**src/hdl/tjfcc_pkg.sv**
```systemverilog
`default_nettype none
package tjfcc_pkg;

  // Field widths
  localparam int PosW   = 32;
  localparam int SpdW   = 32;
  localparam int DtW    = 16;
  localparam int IdxW   = 3;
  // Extra headroom for position plus or minus a full-range delta
  localparam int SumW   = PosW + 2;

  // Stream packing
  localparam int InDataW  = 56;
  localparam int OutDataW = 72;

  // Command selector carried in tuser
  localparam logic CMD_START = 1'b0;
  localparam logic CMD_TICK  = 1'b1;

  // Configuration register indexes
  localparam logic [IdxW-1:0] REG_P_LOW  = 3'd0;
  localparam logic [IdxW-1:0] REG_P_HIGH = 3'd1;
  localparam logic [IdxW-1:0] REG_D_LOW  = 3'd2;
  localparam logic [IdxW-1:0] REG_D_HIGH = 3'd3;
  localparam logic [IdxW-1:0] REG_P_SPD  = 3'd4;
  localparam logic [IdxW-1:0] REG_D_SPD  = 3'd5;

  // Configuration reset values
  localparam logic signed [PosW-1:0] P_LOW_RST  = 32'sd0;
  localparam logic signed [PosW-1:0] P_HIGH_RST = 32'sd160000;
  localparam logic signed [PosW-1:0] D_LOW_RST  = 32'sd0;
  localparam logic signed [PosW-1:0] D_HIGH_RST = 32'sd55000;
  localparam logic [SpdW-1:0]        P_SPD_RST  = 32'd65536;
  localparam logic [SpdW-1:0]        D_SPD_RST  = 32'd65536;

  // Result status codes
  typedef enum logic [2:0] {
    ST_OK      = 3'd0,
    ST_REJECT  = 3'd1,
    ST_CONTACT = 3'd2,
    ST_LIMIT   = 3'd3,
    ST_GOAL    = 3'd4,
    ST_IDLE    = 3'd5
  } status_t;

  // Outcome of one joint ramp step
  typedef struct packed {
    logic                   hit;
    logic signed [PosW-1:0] pos;
  } ramp_res_t;

endpackage
`default_nettype wire

```
**src/hdl/tjfcc_ramp.sv**
```systemverilog
`default_nettype none
// One joint ramp: move by delta in the given direction, stop at the target.
module tjfcc_ramp import tjfcc_pkg::*; (
  input  wire logic signed [PosW-1:0] pos,
  input  wire logic        [SpdW-1:0] delta,
  input  wire logic                   up,
  input  wire logic signed [PosW-1:0] hi_target,
  input  wire logic signed [PosW-1:0] lo_target,
  output ramp_res_t                   res
);

  logic signed [SumW-1:0] pos_x;
  logic signed [SumW-1:0] delta_x;
  logic signed [SumW-1:0] sum;
  logic signed [SumW-1:0] hi_x;
  logic signed [SumW-1:0] lo_x;

  // Sign-extend position and targets, zero-extend the unsigned delta
  assign pos_x   = SumW'(pos);
  assign delta_x = $signed({2'b00, delta});
  assign hi_x    = SumW'(hi_target);
  assign lo_x    = SumW'(lo_target);

  assign sum = up ? (pos_x + delta_x) : (pos_x - delta_x);

  // Reaching or passing the target lands exactly on it
  always_comb begin
    if (up) begin
      res.hit = (sum >= hi_x);
      res.pos = res.hit ? hi_target : sum[PosW-1:0];
    end else begin
      res.hit = (sum <= lo_x);
      res.pos = res.hit ? lo_target : sum[PosW-1:0];
    end
  end

endmodule
`default_nettype wire

```
**src/hdl/two_joint_finger_closing_controller_unit.sv**
```systemverilog
`default_nettype none
// Channel  Dir  tdata (low bit up)                                  tuser
// in       in   goal_position[31:0] time_step[47:32]                cmd
//               distal_contact[48] proximal_contact[49] pad[55:50]
// out      out  proximal_position[31:0] distal_position[63:32]      -
//               busy_res[64] status[67:65] pad[71:68]
// cfg      in   cfg_wr_en, cfg_index (3 bit), cfg_wr_data (32 bit)  -
//
// One beat per cycle sustained while out_tready stays high; results leave from stage two.
// Stage one registers the beat and the two speed-times-step products; stage two
// does the ramp add and compare, updates the joint state and loads the result.
// rst_n is synchronous: state is cleared, configuration returns to defaults.
// A stalled result holds both stages; in_tready drops only when both are full.
module two_joint_finger_closing_controller_unit import tjfcc_pkg::*; (
  input  wire logic                clk,
  input  wire logic                rst_n,
  // input stream
  input  wire logic                in_tvalid,
  output logic                     in_tready,
  input  wire logic [InDataW-1:0]  in_tdata,  // goal, time_step, distal_c, proximal_c
  input  wire logic                in_tuser,  // cmd
  // result stream
  output logic                     out_tvalid,
  input  wire logic                out_tready,
  output logic [OutDataW-1:0]      out_tdata, // prox pos, dist pos, busy_res, status
  // configuration
  input  wire logic                cfg_wr_en,
  input  wire logic [IdxW-1:0]     cfg_index,
  input  wire logic [SpdW-1:0]     cfg_wr_data
);

  // Configuration registers
  logic signed [PosW-1:0] p_low_r, p_high_r, d_low_r, d_high_r;
  logic        [SpdW-1:0] p_spd_r, d_spd_r;

  always_ff @(posedge clk) begin
    if (!rst_n) begin
      p_low_r  <= P_LOW_RST;
      p_high_r <= P_HIGH_RST;
      d_low_r  <= D_LOW_RST;
      d_high_r <= D_HIGH_RST;
      p_spd_r  <= P_SPD_RST;
      d_spd_r  <= D_SPD_RST;
    end else if (cfg_wr_en) begin
      unique case (cfg_index)
        REG_P_LOW:  p_low_r  <= $signed(cfg_wr_data);
        REG_P_HIGH: p_high_r <= $signed(cfg_wr_data);
        REG_D_LOW:  d_low_r  <= $signed(cfg_wr_data);
        REG_D_HIGH: d_high_r <= $signed(cfg_wr_data);
        REG_P_SPD:  p_spd_r  <= cfg_wr_data;
        REG_D_SPD:  d_spd_r  <= cfg_wr_data;
        default: ;
      endcase
    end
  end

  // Pipeline flow control
  logic s1_v_r, out_v_r;
  logic out_en, s1_en, adv;

  assign out_en    = !out_v_r || out_tready;
  assign s1_en     = !s1_v_r || out_en;
  assign adv       = s1_v_r && out_en;
  assign in_tready = s1_en;

  // Input fields
  logic signed [PosW-1:0] in_goal;
  logic        [DtW-1:0]  in_dt;
  logic                   in_dc, in_pc;

  assign in_goal = $signed(in_tdata[31:0]);
  assign in_dt   = in_tdata[47:32];
  assign in_dc   = in_tdata[48];
  assign in_pc   = in_tdata[49];

  // Ramp deltas: (time_step * speed) >> 16
  localparam int ProdW = DtW + SpdW;
  logic [ProdW-1:0] p_prod, d_prod;

  assign p_prod = ProdW'(in_dt) * ProdW'(p_spd_r);
  assign d_prod = ProdW'(in_dt) * ProdW'(d_spd_r);

  // Stage one
  logic                   s1_cmd_r, s1_dc_r, s1_pc_r;
  logic signed [PosW-1:0] s1_goal_r;
  logic        [SpdW-1:0] s1_pd_r, s1_dd_r;

  always_ff @(posedge clk) begin
    if (!rst_n) begin
      s1_v_r <= 1'b0;
    end else if (s1_en) begin
      s1_v_r <= in_tvalid;
    end
  end

  always_ff @(posedge clk) begin
    if (s1_en && in_tvalid) begin
      s1_cmd_r  <= in_tuser;
      s1_goal_r <= in_goal;
      s1_dc_r   <= in_dc;
      s1_pc_r   <= in_pc;
      s1_pd_r   <= p_prod[ProdW-1:DtW];
      s1_dd_r   <= d_prod[ProdW-1:DtW];
    end
  end

  // Joint state
  logic signed [PosW-1:0] inner_r, inner_nxt;
  logic signed [PosW-1:0] outer_r, outer_nxt;
  logic signed [PosW-1:0] goal_r, goal_nxt;
  logic                   moving_r, moving_nxt;
  logic                   oonly_r, oonly_nxt;
  status_t                st_nxt;

  logic      up;
  ramp_res_t d_ramp, p_ramp;

  assign up = (inner_r < goal_r);

  tjfcc_ramp u_distal_ramp (
    .pos       (outer_r),
    .delta     (s1_dd_r),
    .up        (up),
    .hi_target (d_high_r),
    .lo_target (d_low_r),
    .res       (d_ramp)
  );

  tjfcc_ramp u_proximal_ramp (
    .pos       (inner_r),
    .delta     (s1_pd_r),
    .up        (up),
    .hi_target (goal_r),
    .lo_target (goal_r),
    .res       (p_ramp)
  );

  // Start and tick handling
  always_comb begin
    inner_nxt  = inner_r;
    outer_nxt  = outer_r;
    goal_nxt   = goal_r;
    moving_nxt = moving_r;
    oonly_nxt  = oonly_r;
    st_nxt     = ST_OK;
    if (s1_cmd_r == CMD_START) begin
      if (moving_r) begin
        st_nxt = ST_REJECT;
      end else begin
        // low test wins when the limits are crossed
        priority if (s1_goal_r < p_low_r) begin
          goal_nxt = p_low_r;
        end else if (s1_goal_r > p_high_r) begin
          goal_nxt = p_high_r;
        end else begin
          goal_nxt = s1_goal_r;
        end
        moving_nxt = 1'b1;
        oonly_nxt  = 1'b0;
      end
    end else begin
      priority if (!moving_r) begin
        st_nxt = ST_IDLE;
      end else if (s1_dc_r) begin
        moving_nxt = 1'b0;
        st_nxt     = ST_CONTACT;
      end else if (d_ramp.hit) begin
        outer_nxt  = d_ramp.pos;
        moving_nxt = 1'b0;
        st_nxt     = ST_LIMIT;
      end else begin
        outer_nxt = d_ramp.pos;
        if (oonly_r) begin
          st_nxt = ST_OK;
        end else if (s1_pc_r) begin
          oonly_nxt = 1'b1;
        end else begin
          inner_nxt = p_ramp.pos;
          if (p_ramp.hit) begin
            moving_nxt = 1'b0;
            st_nxt     = ST_GOAL;
          end
        end
      end
    end
  end

  always_ff @(posedge clk) begin
    if (!rst_n) begin
      inner_r  <= '0;
      outer_r  <= '0;
      goal_r   <= '0;
      moving_r <= 1'b0;
      oonly_r  <= 1'b0;
    end else if (adv) begin
      inner_r  <= inner_nxt;
      outer_r  <= outer_nxt;
      goal_r   <= goal_nxt;
      moving_r <= moving_nxt;
      oonly_r  <= oonly_nxt;
    end
  end

  // Result register
  logic signed [PosW-1:0] out_prox_r, out_dist_r;
  logic                   out_busy_r;
  status_t                out_st_r;

  always_ff @(posedge clk) begin
    if (!rst_n) begin
      out_v_r <= 1'b0;
    end else if (out_en) begin
      out_v_r <= s1_v_r;
    end
  end

  always_ff @(posedge clk) begin
    if (adv) begin
      out_prox_r <= inner_nxt;
      out_dist_r <= outer_nxt;
      out_busy_r <= moving_nxt;
      out_st_r   <= st_nxt;
    end
  end

  assign out_tvalid = out_v_r;
  assign out_tdata  = {4'b0000, out_st_r, out_busy_r, out_dist_r, out_prox_r};

  // Checks
  a_reject_busy: assert property (@(posedge clk) disable iff (!rst_n)
    out_v_r && (out_st_r == ST_REJECT) |-> out_busy_r)
    else $error("rejected start reported without busy");

  a_end_idle: assert property (@(posedge clk) disable iff (!rst_n)
    out_v_r && (out_st_r == ST_CONTACT || out_st_r == ST_LIMIT ||
                out_st_r == ST_GOAL || out_st_r == ST_IDLE) |-> !out_busy_r)
    else $error("ended or idle result still busy");

  a_goal_pos: assert property (@(posedge clk) disable iff (!rst_n)
    out_v_r && (out_st_r == ST_GOAL) |-> (out_prox_r == goal_r))
    else $error("goal status without inner joint on goal");

  a_fell_adv: assert property (@(posedge clk) disable iff (!rst_n)
    $fell(moving_r) && $past(rst_n) |-> $past(adv))
    else $error("motion ended without an item passing");

endmodule
`default_nettype wire
```
**config.mk**
```make
export PLATFORM = sky130hd
export DESIGN_NAME = two_joint_finger_closing_controller_unit
export DESIGN_NICKNAME = d
export VERILOG_FILES = /design/src/hdl/tjfcc_pkg.sv /design/src/hdl/tjfcc_ramp.sv /design/src/hdl/two_joint_finger_closing_controller_unit.sv
export SDC_FILE = /design/constraint.sdc
export NUM_CORES = 2
export LEC_CHECK = 0
export ABC_AREA = 1
export BUFFER_PORTS_ARGS = -buffer_cell sky130_fd_sc_hd__buf_2
export CAP_MARGIN = 0
export CORE_MARGIN = 2
export CORE_UTILIZATION = 35
export CTS_BUF_LIST = sky130_fd_sc_hd__clkbuf_16
export DETAILED_ROUTE_END_ITERATION = 10
export PLACE_DENSITY = 0.48
export RECOVER_POWER = 25
export SYNTH_ARGS = -nofsm -noshare
export SYNTH_HDL_FRONTEND = slang
export SYNTH_HIERARCHICAL = 1
export SYNTH_SLANG_ARGS = --single-unit
export TNS_END_PERCENT = 20
```
**constraint.sdc**
```tcl
create_clock -name clk -period 9.5 [get_ports clk]
set_input_delay 1.425 -clock clk [delete_from_list [all_inputs] [get_ports clk]]
set_output_delay 1.425 -clock clk [all_outputs]
set_load 0.005 [all_outputs]
```
==> metrics.txt <==
# TYPE chip_impl_metric gauge
chip_impl_metric{name="syn_area_per_cell",unit="um2"} 7.11
chip_impl_info{name="regToRegEndpoint",value="inner_r[30]"} 1
chip_impl_metric{name="htree_levels",unit=""} 2
chip_impl_info{name="crit_path_frequent_cell",value="nand2_1"} 1
chip_impl_metric{name="worstPathRequired",unit="ns"} 10.06
chip_impl_metric{name="post-dp-hpwl",unit="um"} 175000
chip_impl_metric{name="core_area",unit="mm2"} 0.190
chip_impl_metric{name="ff2ff_setup_slack",unit="ns"} 1.36
chip_impl_metric{name="gr-total-overflow",unit=""} 0
chip_impl_info{name="violations",value="capacitance limit, slew limit"} 1
chip_impl_metric{name="final-setup-viol-count",unit=""} 0
chip_impl_info{name="critPathCaptureType",value="flip-flop"} 1
chip_impl_metric{name="cts_num_sinks",unit=""} 459
chip_impl_info{name="criticalPathCategory",value="flip-flop to flip-flop"} 1
chip_impl_info{name="hold_path_startpoint",value="d_high_r[15]"} 1
chip_impl_metric{name="synth_top_cell_area_share",unit="%"} 25.0
chip_impl_metric{name="post_route_cells_drive_above_1_share",unit="%"} 5.23
chip_impl_metric{name="final.period_utilization",unit="%"} 85.7
chip_impl_metric{name="port_buffers",unit=""} 160
chip_impl_metric{name="largest_net_degree_at_the_start_of_global_routing",unit=""} 78
chip_impl_metric{name="highest_attainable_clock_frequency",unit="GHz"} 0.123
chip_impl_metric{name="routabilityCongestion",unit=""} 0.929
chip_impl_metric{name="cts_repair_resize_count",unit=""} 0
chip_impl_metric{name="fin_crit",unit="ns"} 8.14
chip_impl_metric{name="worst_ep_arrival_time",unit="ns"} 8.70
chip_impl_metric{name="worstSkewPairLatency",unit="ns"} 0.71
chip_impl_metric{name="cts_made_buffers",unit=""} 54
chip_impl_metric{name="die_height",unit="um"} 442
chip_impl_info{name="timing.critical_path.from_type",value="flip-flop"} 1
chip_impl_metric{name="power-per-cell-area",unit="mW/mm2"} 204
chip_impl_metric{name="design_power_total",unit="mW"} 14.6
chip_impl_metric{name="min_path_cells",unit=""} 2
chip_impl_metric{name="postSynth.asyncResetShare",unit="%"} 0
chip_impl_metric{name="fp-row-count",unit=""} 160
chip_impl_metric{name="drt_first_iter_violations",unit=""} 3904
chip_impl_metric{name="worst_slew_margin_rel",unit="%"} -146
chip_impl_metric{name="totalNegativeSetupSlack",unit="ns"} 0
chip_impl_info{name="synth_top_area_cell",value="fa_1"} 1
chip_impl_metric{name="crit_path_max_fanout",unit=""} 58
chip_impl_metric{name="maxSlewViolCount",unit=""} 198
chip_impl_info{name="holdPathEnd",value="d_high_r[15]"} 1
chip_impl_metric{name="synth-seq-area-share",unit="%"} 16.2
chip_impl_metric{name="drcViolationCount",unit=""} 0
chip_impl_info{name="result_of_the_run",value="finished, violations left"} 1
chip_impl_info{name="clk_root_buffer_cell",value="clkbuf_16"} 1
chip_impl_metric{name="filler_cell_count",unit=""} 20200
chip_impl_metric{name="grt_antenna_before_repair",unit=""} 21
chip_impl_info{name="rsz_0062_raised_after_global_routing",value="false"} 1
chip_impl_metric{name="reg2reg_depth",unit=""} 44
chip_impl_metric{name="max-vdd-ir-drop",unit="mV"} 0.172
chip_impl_metric{name="cts.reportedPaths.clkPinSlew",unit="ns"} 0.06
chip_impl_metric{name="synth_edf_count",unit=""} 167
chip_impl_metric{name="report.final.hold_viol_count",unit=""} 0
chip_impl_metric{name="cts_hold_repair.buffers",unit=""} 0
chip_impl_metric{name="floorplan.initialDensity",unit="%"} 35.3
chip_impl_metric{name="multi_input_area",unit="mm2"} 0.0459
chip_impl_metric{name="cap_viol_max_count",unit=""} 4
chip_impl_metric{name="number_of_nets_in_the_layout",unit=""} 10800
chip_impl_metric{name="average_wire_per_cell_in_the_routed_design",unit="um"} 19.0
chip_impl_metric{name="yosys_warnings",unit=""} 6
chip_impl_metric{name="layout.area.seq",unit="mm2"} 0.0109
chip_impl_metric{name="first_global_vias",unit=""} 59000
chip_impl_metric{name="postSynthCellCount",unit=""} 9430
chip_impl_metric{name="ys_types",unit=""} 54
chip_impl_metric{name="final.setup_skew",unit="ns"} 0.0518
chip_impl_info{name="biggest_area_contributors_in_the_synthesized_netlist",value="fa_1, nand2_1, inv_1"} 1
chip_impl_metric{name="yosys_register_bits",unit=""} 459
chip_impl_info{name="worst_hold_path_type",value="flip-flop to flip-flop"} 1
chip_impl_metric{name="synthesis.area",unit="mm2"} 0.0671
chip_impl_metric{name="gr-usage-all-layers",unit="%"} 23.0
chip_impl_metric{name="ios",unit=""} 171
chip_impl_metric{name="cts_setup_buffers",unit=""} 0
chip_impl_metric{name="wirelength",unit="um"} 225000
chip_impl_metric{name="fp.dieArea",unit="mm2"} 0.195
chip_impl_metric{name="ant_nets",unit=""} 0
chip_impl_info{name="timing.rr.start",value="goal_r[1]"} 1
chip_impl_metric{name="worst-slew-pin-transition",unit="ns"} 3.70
chip_impl_metric{name="routed_via_density",unit=""} 4.91
chip_impl_metric{name="drtPass1Iterations",unit=""} 6
chip_impl_info{name="tritoncts_clock_tree",value="built"} 1
chip_impl_metric{name="critical-path-max-stage-delay",unit="ns"} 0.65
chip_impl_info{name="critical_path.slowest_cell",value="buf_4"} 1
chip_impl_info{name="synth-main-ff-cell",value="dfxtp_1"} 1
chip_impl_metric{name="cellLeakagePower",unit="nW"} 38.6
chip_impl_metric{name="cts_max_path_buffers",unit=""} 3
chip_impl_metric{name="grt_first_pass_wirelength",unit="um"} 350000
chip_impl_metric{name="areaGrowthSynthToFinish",unit="%"} 7.12
chip_impl_metric{name="detailroute.via_count",unit=""} 58300
chip_impl_metric{name="die_w",unit="um"} 442
## worst max path at each step
stage	startpoint	cells after the start	endpoint	slack (ns)
global placement	in_tdata[43]	20	s1_dd_r[29]	1.46
detailed placement	in_tdata[43]	20	s1_dd_r[29]	1.51
CTS	inner_r[17]	46	inner_r[12]	1.55
floorplan	in_tdata[39]	21	s1_pd_r[29]	2.74
global route	inner_r[18]	44	inner_r[9]	0.73
finish	goal_r[1]	44	inner_r[30]	1.36
## cell usage after synthesis (6+ instances only)
| cell type | count |
|---|---|
| o21a_1 | 22 |
| a31oi_1 | 21 |
| a211oi_1 | 7 |
| xnor2_1 | 43 |
| nand3b_1 | 13 |
| nand3_1 | 300 |
| a21o_1 | 20 |
| a21oi_2 | 31 |
| nand4_1 | 210 |
| a21oi_1 | 449 |
| ha_1 | 534 |
| buf_6 | 6 |
| buf_2 | 36 |
| and2_1 | 6 |
| o211ai_1 | 7 |
| nand2_4 | 31 |
| o21ai_1 | 9 |
| buf_1 | 47 |
| fa_1 | 836 |
| nor2_1 | 665 |
| xor2_1 | 110 |
| nand2_2 | 36 |
| dfxtp_1 | 292 |
| nand3_2 | 37 |
| o21bai_1 | 7 |
| edfxtp_1 | 167 |
| nand2_1 | 2395 |
| clkbuf_1 | 326 |
| o21ai_0 | 367 |
| inv_1 | 2270 |
| inv_2 | 6 |
| nor4_1 | 23 |
| nor3_1 | 40 |
| buf_4 | 14 |
## worst max-delay path, delay by kind of cell (launching register included)
family,cells,cell delay [ns]
adders and majority gates,3,1.06
DFF,1,0.38
AOI/OAI and AO/OA,9,1.41
buffers and inverters,7,1.38
and+or+nand+nor,23,2.80
xor gates and xnor gates,2,0.95
## state kept, by name (all words and copies together) (netlist names)
register and flops:
d_high_r 32, d_low_r 32, d_spd_r 32, goal_r 32, inner_r 32, moving_r 1
oonly_r 1, out_busy_r 1, out_dist_r 32, out_prox_r 32, out_st_r 3, out_tvalid 1
outer_r 32, p_high_r 32, p_low_r 32, p_spd_r 32, s1_cmd_r 1, s1_dc_r 1
s1_dd_r 32, s1_goal_r 32, s1_pc_r 1, s1_pd_r 32, s1_v_r 1
## layout by cell type, fill, tap and decap left out, drive strengths merged, types with 2 or more instances in the layout
| cell type | instances |
|---|---|
| dfxtp | 292 |
| inv | 2291 |
| o2111ai | 3 |
| conb | 4 |
| o21a | 22 |
| o21bai | 7 |
| nor2 | 668 |
| and2 | 6 |
| a31oi | 21 |
| nand3b | 13 |
| xnor2 | 43 |
| a21boi | 2 |
| nor4 | 23 |
| o211ai | 7 |
| clkbuf | 71 |
| nor3b | 3 |
| xor2 | 110 |
| nand2 | 2462 |
| nand3 | 340 |
| clkinv | 25 |
| clkinvlp | 4 |
| bufinv | 6 |
| a211oi | 7 |
| nand4 | 212 |
| a21oi | 480 |
| buf | 238 |
| a21o | 20 |
| and3 | 3 |
| diode | 10 |
| o31ai | 5 |
| or2 | 4 |
| ha | 534 |
| edfxtp | 167 |
| o21ai | 377 |
| nor3 | 45 |
| fa | 836 |
## logic make-up after synthesis
logic type | Yosys count | synth area share [%]
simple gates | 3779 | 23.8
xor+xnor | 153 | 2.00
other cells | 1 | 0.00559
compound gates | 955 | 7.65
fa+ha+maj | 1370 | 34.9
buf+inv | 2713 | 15.5
flops | 459 | 16.2
## metal layers
layer / global-route usage (%) / share of wire (%) / vias up
met3: 2.65 / 5.7 / 284
met4: 7.22 / 3.4 / 8
met5: 0 / 0.020 / -
met1: 31.8 / 46 / 28300
met2: 37.5 / 45 / 1544
li1: - / - / 28100
## report_power, final
part	total, mW	internal, mW	leakage, nW	switching (mW)
registers	2.52	2.30	4.02	0.228
logic	9.92	3.18	33.7	6.74
clock network	2.18	1.22	0.926	0.960
total	14.6	6.70	38.6	7.93
## final cells by class
cell class	instances	area share, %
multi-input cells	6261	63.9
flip-flops and latches	459	15.1
inverters	2281	11.9
well taps	2511	4.37
repair buffers	254	2.17
clock buffers	55	1.92
clock inverters	45	0.597
diodes	10	0.0348
## stage by stage
step / hold slack [ns] / utilization [%] / instances / worst slack (ns) / cell area, um2
6_report: 0.461 / 37.8 / 11900 / 1.36 / 71800
5_1_grt: 0.489 / 37.8 / 11900 / 0.732 / 71800
4_1_cts: 0.463 / 37.8 / 11900 / 1.55 / 71900
3_5_place_dp: 0.448 / 36.8 / 11800 / 1.51 / 70100
3_3_place_gp: 0.444 / 36.8 / 11800 / 1.46 / 70100
2_1_floorplan: 0.429 / - / 9433 / 2.74 / 67100
No activity file was read; power rests on OpenSTA's default activity.
